[config.mk]
export PLATFORM = sky130hd
export DESIGN_NAME = cfnw_ctrl
export DESIGN_NICKNAME = d
export VERILOG_FILES = /design/src/rtl/cfnw_pkg.sv /design/src/rtl/cfnw_ctrl.sv
export SDC_FILE = /design/constraint.sdc
export NUM_CORES = 1
export LEC_CHECK = 0
export BUFFER_PORTS_ARGS = -buffer_cell sky130_fd_sc_hd__buf_2
export CAP_MARGIN = 20
export CORE_AREA = 8 8 45 47
export CTS_CLUSTER_DIAMETER = 80
export DETAILED_ROUTE_END_ITERATION = 8
export DIE_AREA = 0 0 53 55
export PLACE_DENSITY = 0.31
export RECOVER_POWER = 100
export SLEW_MARGIN = 0
export SYNTH_ARGS = -nofsm -noshare
export SYNTH_HDL_FRONTEND = slang
export SYNTH_SLANG_ARGS = --single-unit
[constraint.sdc]
create_clock -name clk_i -period 1.15 [get_ports clk_i]
set_input_delay 0.23 -clock clk_i [delete_from_list [all_inputs] [get_ports clk_i]]
set_output_delay 0.23 -clock clk_i [all_outputs]
set_load 0.02 [all_outputs]
[src/rtl/cfnw_pkg.sv]
// Shared types, codes and constant tables of the cube face neighbor walk unit.
// No dependencies; every other file of the block but cfnw_ram imports this package.
package cfnw_pkg;

  localparam int unsigned NumFaces    = 6;
  localparam int unsigned LedsPerFace = 9;
  localparam int unsigned StoreDepth  = NumFaces * LedsPerFace;
  localparam int unsigned ColorWidth  = 24;

  typedef logic [1:0] kind_t;
  typedef logic [2:0] face_t;
  typedef logic [3:0] led_t;
  typedef logic [1:0] dir_t;
  typedef logic [2:0] dist_t;
  typedef logic [7:0] chan_t;
  typedef logic [5:0] addr_t;
  typedef logic [ColorWidth-1:0] color_t;

  // Request kinds.
  localparam kind_t KIND_WRITE    = 2'd0;
  localparam kind_t KIND_WALK     = 2'd1;
  localparam kind_t KIND_OPPOSITE = 2'd2;

  // Walk directions.
  localparam dir_t DIR_UP    = 2'd0;
  localparam dir_t DIR_RIGHT = 2'd1;
  localparam dir_t DIR_DOWN  = 2'd2;
  localparam dir_t DIR_LEFT  = 2'd3;

  // Neighbor face across each edge, per face and direction.
  localparam face_t EDGE_FACE [NumFaces][4] = '{
    '{3'd4, 3'd1, 3'd5, 3'd3},
    '{3'd4, 3'd2, 3'd5, 3'd0},
    '{3'd4, 3'd3, 3'd5, 3'd1},
    '{3'd4, 3'd0, 3'd5, 3'd2},
    '{3'd2, 3'd1, 3'd0, 3'd3},
    '{3'd0, 3'd1, 3'd2, 3'd3}
  };

  // Clockwise quarter turns applied when crossing each edge.
  localparam logic [1:0] EDGE_TURN [NumFaces][4] = '{
    '{2'd0, 2'd0, 2'd0, 2'd0},
    '{2'd1, 2'd0, 2'd3, 2'd0},
    '{2'd2, 2'd0, 2'd2, 2'd0},
    '{2'd3, 2'd0, 2'd1, 2'd0},
    '{2'd2, 2'd3, 2'd0, 2'd1},
    '{2'd0, 2'd1, 2'd2, 2'd3}
  };

  // LED remap after zero to three clockwise quarter turns.
  localparam led_t TURN_LED [4][LedsPerFace] = '{
    '{4'd0, 4'd1, 4'd2, 4'd3, 4'd4, 4'd5, 4'd6, 4'd7, 4'd8},
    '{4'd6, 4'd3, 4'd0, 4'd7, 4'd4, 4'd1, 4'd8, 4'd5, 4'd2},
    '{4'd8, 4'd7, 4'd6, 4'd5, 4'd4, 4'd3, 4'd2, 4'd1, 4'd0},
    '{4'd2, 4'd5, 4'd8, 4'd1, 4'd4, 4'd7, 4'd0, 4'd3, 4'd6}
  };

  // Commands from the controller to the datapath.
  typedef struct packed {
    logic accept;    // request transfer this cycle
    logic step;      // advance the walk by one LED
    logic rd;        // read the color store at the current position
    logic out_load;  // move the finished result into the output register
  } cmd_t;

  // Status from the datapath to the controller.
  typedef struct packed {
    logic walk_req;  // offered request produces a result
    logic cnt_zero;  // no steps left
    logic out_free;  // output register can take a result this cycle
  } status_t;

endpackage

[src/rtl/cfnw_ctrl.sv]
// Controller of the cube face neighbor walk unit: sequences accept, walk,
// store read and result hand-off. Depends on cfnw_pkg.
module cfnw_ctrl
  import cfnw_pkg::*;
(
  input  logic    clk_i,
  input  logic    rst_ni,
  input  logic    in_valid_i,
  output logic    in_ready_o,
  input  status_t status_i,
  output cmd_t    cmd_o
);

  typedef enum logic [1:0] {
    ST_IDLE,
    ST_WALK,
    ST_LOAD
  } state_e;

  state_e state_q, state_d;

  always_comb begin
    state_d    = state_q;
    cmd_o      = '0;
    in_ready_o = 1'b0;
    unique case (state_q)
      ST_IDLE: begin
        in_ready_o   = 1'b1;
        cmd_o.accept = in_valid_i;
        if (in_valid_i && status_i.walk_req) begin
          state_d = ST_WALK;
        end
      end
      ST_WALK: begin
        if (status_i.cnt_zero) begin
          cmd_o.rd = 1'b1;
          state_d  = ST_LOAD;
        end else begin
          cmd_o.step = 1'b1;
        end
      end
      ST_LOAD: begin
        // Hold the read data until the output register is free.
        if (status_i.out_free) begin
          cmd_o.out_load = 1'b1;
          state_d        = ST_IDLE;
        end
      end
      default: state_d = ST_IDLE;
    endcase
  end

  always_ff @(posedge clk_i or negedge rst_ni) begin
    if (!rst_ni) begin
      state_q <= ST_IDLE;
    end else begin
      state_q <= state_d;
    end
  end

endmodule

==> results of run 1 <==
[worst paths after layout]
kind	from	endpoint	slack, ns	depth (start not counted)
max	state_q[0]$_DFFE_PN0P_	cmd_o[3]	-0.13	3
min	in_valid_i	state_q[0]$_DFFE_PN0P_	0.25	2
max reg2reg	state_q[0]$_DFFE_PN0P_	state_q[1]$_DFFE_PN0P_	0.18	2
min reg2reg	state_q[1]$_DFFE_PN0P_	state_q[0]$_DFFE_PN0P_	0.67	2
max in group asynchronous	rst_ni	state_q[1]$_DFFE_PN0P_	0.68	2
min in group asynchronous	rst_ni	state_q[0]$_DFFE_PN0P_	0.32	2
[worst max-delay path, cell delays in order (launching register included)]
cell and delay, ns:
dfrtp_1 0.40, nor2_2 0.16, and2_1 0.15, buf_6 0.11
[routing by layer]
metal,share of wire,global-route usage
met2,0.28,0.03320
met5,0,0
met1,0.47,0.03191
met4,0,0.03879
met3,0.25,0.04545
[metrics by stage]
stage / setup TNS, ns / std cells
2_1_floorplan: -0.008259 / 10
3_3_place_gp: 0 / 36
3_5_place_dp: 0 / 36
4_1_cts: -0.5627 / 40
5_1_grt: -0.7396 / 40
6_report: -0.4506 / 40
[cell type report]
type	count	area, sq um
clock buffer	3	22.52
fill	157	1144
multi-input combinational	8	66.31
sequential	2	51.30
tap	16	20.02
timing repair buffer	11	80.08
[placed cells by master, fill, tap and decap left out, drive strengths merged]
| master | netlist | routed |
|---|---|---|
| nor3b | 2 | 2 |
| buf | 0 | 9 |
| dlygate4sd3 | 0 | 1 |
| or2 | 1 | 1 |
| and3b | 2 | 2 |
| and2 | 1 | 1 |
| dfrtp | 2 | 2 |
| a31o | 1 | 1 |
| clkbuf | 0 | 4 |
| nor2 | 1 | 1 |
[where the power goes]
group	internal (mW)	total, mW	switching (mW)
logic	0.0742	0.149	0.0744
clock network	0.115	0.156	0.0407
registers	0.0858	0.104	0.0179
total	0.275	0.408	0.133
[what timing repair did]
action / 4_1_cts / 5_1_grt
endpoints found under the setup margin: 5 / 5
hold buffers: 1 / 0
setup buffers: 0 / 0
hold endpoints to repair: 2 / 0
pin swaps: 2 / 1
resized for setup: 6 / 2
[cells by family (layout without fill, tap and decap cells)]
kind of cell,after synthesis,count (layout),synth area share
compound gates,1,1,0.08047
buf+inv,0,14,0
flops,2,2,0.4598
simple gates,7,7,0.4598
==> flow_summary.toml, run 1 <==
[critical_path]
crit_required_ns = 0.92
crit_type = "register to output pin"
worst_setup_path_start_kind = "register"
cp_max_fo = 5
cp.arrival_ns = 1.05
cp-end-kind = "output pin"

[finish]
area_growth_pct = 120.7
reg_top3 = "state_q (2)"
regMostFlops = "state_q"
antenna_cells = 0
final_util = 0.1736
layout-drive-gt1-share = 0.6667
nets = 32
largest_reg_flops = 2
finish.instance_area_sq_um = 240.2

[sta]
slew_violations = 0
setup_violations = 5
fin_ws_ns = -0.1321
hold_viol = 0
clock_skew_ns = 0.003396
max_freq_ghz = 0.7800
fin_hold_ws_ns = 0.2541
fin_crit_ns = 1.282
min_period_over_period = 1.115
max_slew.worst_pin.slew_ns = 0.1635
rsz0062_at_grt = "yes"
maxSlewHeadroom = 0.8905

[global_route]
track_usage = 0.03497
grt_first_pass_wirelength_um = 655
gr-total-overflow = 0
antenna_found_initial = 0
grt_max_degree = 6
grt_pass1_vias = 147

[clocking]
cts_max_level = 1
cts.clk_slew.worst_paths_ns = 0.03
worstSkewPairLatency_ns = 0.22
cts.sinks = 2
cts_buffer_depth = 2
cts_tree = "yes"
cts_root_buf = "clkbuf_4"
cts_made_buffers = 3

[logic_synthesis]
synth_edf_count = 0
ys_warn_count = 0
synthArstFlopShare = 1.000
netlist_instances = 10
synth_top_area_frac = 0.4598
avgSynthCellArea_sq_um = 10.89
synth_area_leaders = "dfrtp_1 46%, nor3b_1 14%, and3b_2 9.2%"
synth_cell_types = 8
synth_common_cells = "2 x dfrtp_1, 2 x nor3b_1"
synth_area_leader_cell = "dfrtp_1"
synth.net_count = 16
syn-cell-area_sq_um = 108.9
ys_ff_latch = 2
synth_flop_cell = "dfrtp_1"
yosysSeqAreaShare = 0.4598

[outcome]
violations = "negative setup slack"
outcome = "complete, but fails checks"

[route]
vias = 130
firstDrtPassIters = 1
detail_route.wirelength_um = 415
drt_iter0_drc = 0
ant_nets = 0
drc = 0
wl_per_cell_um = 10.38
drt-vias-per-instance = 3.250

[placed_design]
hpwlAfterDp_um = 344.3
port_buffers = 10
dpl_cell_area_sq_um = 186.4
gp_congestion = 0.6802
pre_cts_slack_ns = 0.09039

[power]
power_mw = 0.4082
vdd_drop_max_v = 0.0004718
power.density_nw_per_um2 = 1699
leakage_nw = 0.1160

[floorplan]
fp.dieH_um = 55
die_w_um = 53
io_pins = 11
fp.dieArea_sq_um = 2915
core_sq_um = 1384
rows = 14
start_util = 0.07866

[flow_run]
maxCapViolCount = 0

[min_path]
hp-class = "input port to register"
No activity file was read; power rests on OpenSTA's default activity.
==> run 2: changes to the inputs <==
PLACE_DENSITY = not set   (was 0.31)
==> run 2 against run 1 <==
  * Combinational power is 33% higher
  * Sequential power is 9% higher
  * Global-route usage is 0.11 points lower
  * Largest power group is now combinational logic
  * First-iteration DRC count stayed put
  * Setup slack better by 0.0025 ns
  * The flow still finishes with violations (negative setup slack)
==> flow_summary.toml, run 2 (synthesis results as in run 1) <==
[finish]
seq_area_sq_um = 52.55
layout-drive-gt1-share = 0.8000
antenna_cells = 0
fillers = 148
final_cell_mix = "5 x buf_6, 4 x buf_2, 3 x clkbuf_4, 2 x and3b_2, 2 x dfrtp_2"
reg_top3 = "state_q (2)"
multiInputGateArea_sq_um = 81.33
finish.instance_area_sq_um = 274.0
fin_cells = 41
final_common_cell = "buf_6"
largest_reg_flops = 2
area_growth_pct = 151.7
nets = 33
regMostFlops = "state_q"

[route]
drt-vias-per-instance = 3.268
drt_iter0_drc = 0
ant_nets = 0
detail_route.wirelength_um = 409
vias = 134
drc = 0
wl_per_cell_um = 9.976
firstDrtPassIters = 1

[clocking]
cts.clk_slew.worst_paths_ns = 0.03
cts.sinks = 2
cts_root_buf = "clkbuf_4"
cts_made_buffers = 3
cts_buffer_depth = 2
worstSkewPairLatency_ns = 0.22
cts_tree = "yes"
cts_max_level = 1

[placed_design]
placed_cells = 36
dpl_cell_area_sq_um = 186.4
hpwlAfterDp_um = 337.7
port_buffers = 10
gp_congestion = 0.6510

[power]
leakage_nw = 0.1268
power.density_nw_per_um2 = 1687
power_mw = 0.4622
vdd_drop_max_v = 0.0007517

[critical_path]
cp.arrival_ns = 1.05
cp_slowest_stage_delay_ns = 0.44
crit_slowest_cell = "dfrtp_2"
cp_max_fo = 5
crit_type = "register to output pin"
worst_setup_path_start_kind = "register"
crit_required_ns = 0.92
crit_chain = "nor2_4 > and2_4 > buf_6"
ff2ff_path_depth = 2
cp-end-kind = "output pin"

[global_route]
grt_first_pass_wirelength_um = 683
track_usage = 0.03388
gr-total-overflow = 0
antenna_found_initial = 0
grt_max_degree = 6
grt_pass1_vias = 153

[floorplan]
rows = 14
fp.dieH_um = 55
fp.dieArea_sq_um = 2915
io_pins = 11
start_util = 0.07866
die_w_um = 53
core_sq_um = 1384

[sta]
max_slew.worst_pin.slew_ns = 0.2062
hold_viol = 0
min_period_over_period = 1.113
maxSlewHeadroom = 0.8624
setup_violations = 5
max_freq_ghz = 0.7815
fin_crit_ns = 1.280
rsz0062_at_grt = "yes"
finalSetupTns_ns = -0.5649
fin_ws_ns = -0.1295
clock_skew_ns = 0.001821
slew_violations = 0

[outcome]
outcome = "complete, but fails checks"
violations = "negative setup slack"

[min_path]
hold_depth = 2
hp-class = "input port to register"

[flow_run]
maxCapViolCount = 0
run 2: changes by cell type in the layout (fill, tap and decap cells not counted):
cell | previous run | this run
nor3b_2 | 1 | 0
and2_4 | 0 | 1
nor2_2 | 1 | 0
and2_1 | 1 | 0
dfrtp_2 | 1 | 2
buf_2 | 5 | 4
dfrtp_1 | 1 | 0
nor3b_4 | 0 | 1
and3b_2 | 1 | 2
and3b_1 | 1 | 0
nor2_4 | 0 | 1
buf_6 | 3 | 5
run 2: path summary, 6_finish.rpt:
check	slack (ns)	start	to
setup / recovery	-0.13	state_q[1]$_DFFE_PN0P_	cmd_o[3]
hold / removal	0.25	status_i[2]	state_q[0]$_DFFE_PN0P_
setup reg to reg	0.16	state_q[1]$_DFFE_PN0P_	state_q[1]$_DFFE_PN0P_
hold reg to reg	0.69	state_q[0]$_DFFE_PN0P_	state_q[0]$_DFFE_PN0P_
max in group asynchronous	0.67	rst_ni	state_q[0]$_DFFE_PN0P_
min in group asynchronous	0.34	rst_ni	state_q[1]$_DFFE_PN0P_
run 2: area by class of cell:
class,instances,area share
timing repair buffer,12,0.3562
multi-input combinational,8,0.2968
sequential,2,0.1918
clock buffer,3,0.08219
tap,16,0.07306
run 2: per-stage QoR:
stage	setup slack (ns)	util	hold slack, ns
floorplan	-0.008259	-	-0.06559
global placement	0.05962	0.1347	0.01646
detailed placement	0.06656	0.1347	0.01945
CTS	-0.1560	0.1772	0.2420
global route	-0.1923	0.1980	0.2697
finish	-0.1295	0.1980	0.2470
run 2: worst max-delay path: cells and delay by family (launching register included):
family                 cells  cell delay, ns
AND/OR/NAND/NOR            2            0.28
flip-flops                 1            0.44
buffers and inverters      1            0.11
run 2: timing repair:
action,4_1_cts,5_1_grt
buffers inserted,0,1
setup endpoints to repair,5,5
endpoints found under the hold margin,2,0
pin swaps,2,1
hold buffers,1,0
gates resized for setup,9,7
cloned,0,0
run 2: power breakdown:
| part | internal (mW) | switching (mW) |
|---|---|---|
| logic | 0.116 | 0.0820 |
| clock network | 0.115 | 0.0363 |
| registers | 0.0872 | 0.0254 |
run 2: per-layer routing:
layer	GRT usage	vias to the layer above	wire length (um)
li1	-	66	-
met1	0.04559	58	232
met2	0.03125	10	100
met3	0.04278	0	76
met4	0	0	0
met5	0	-	0
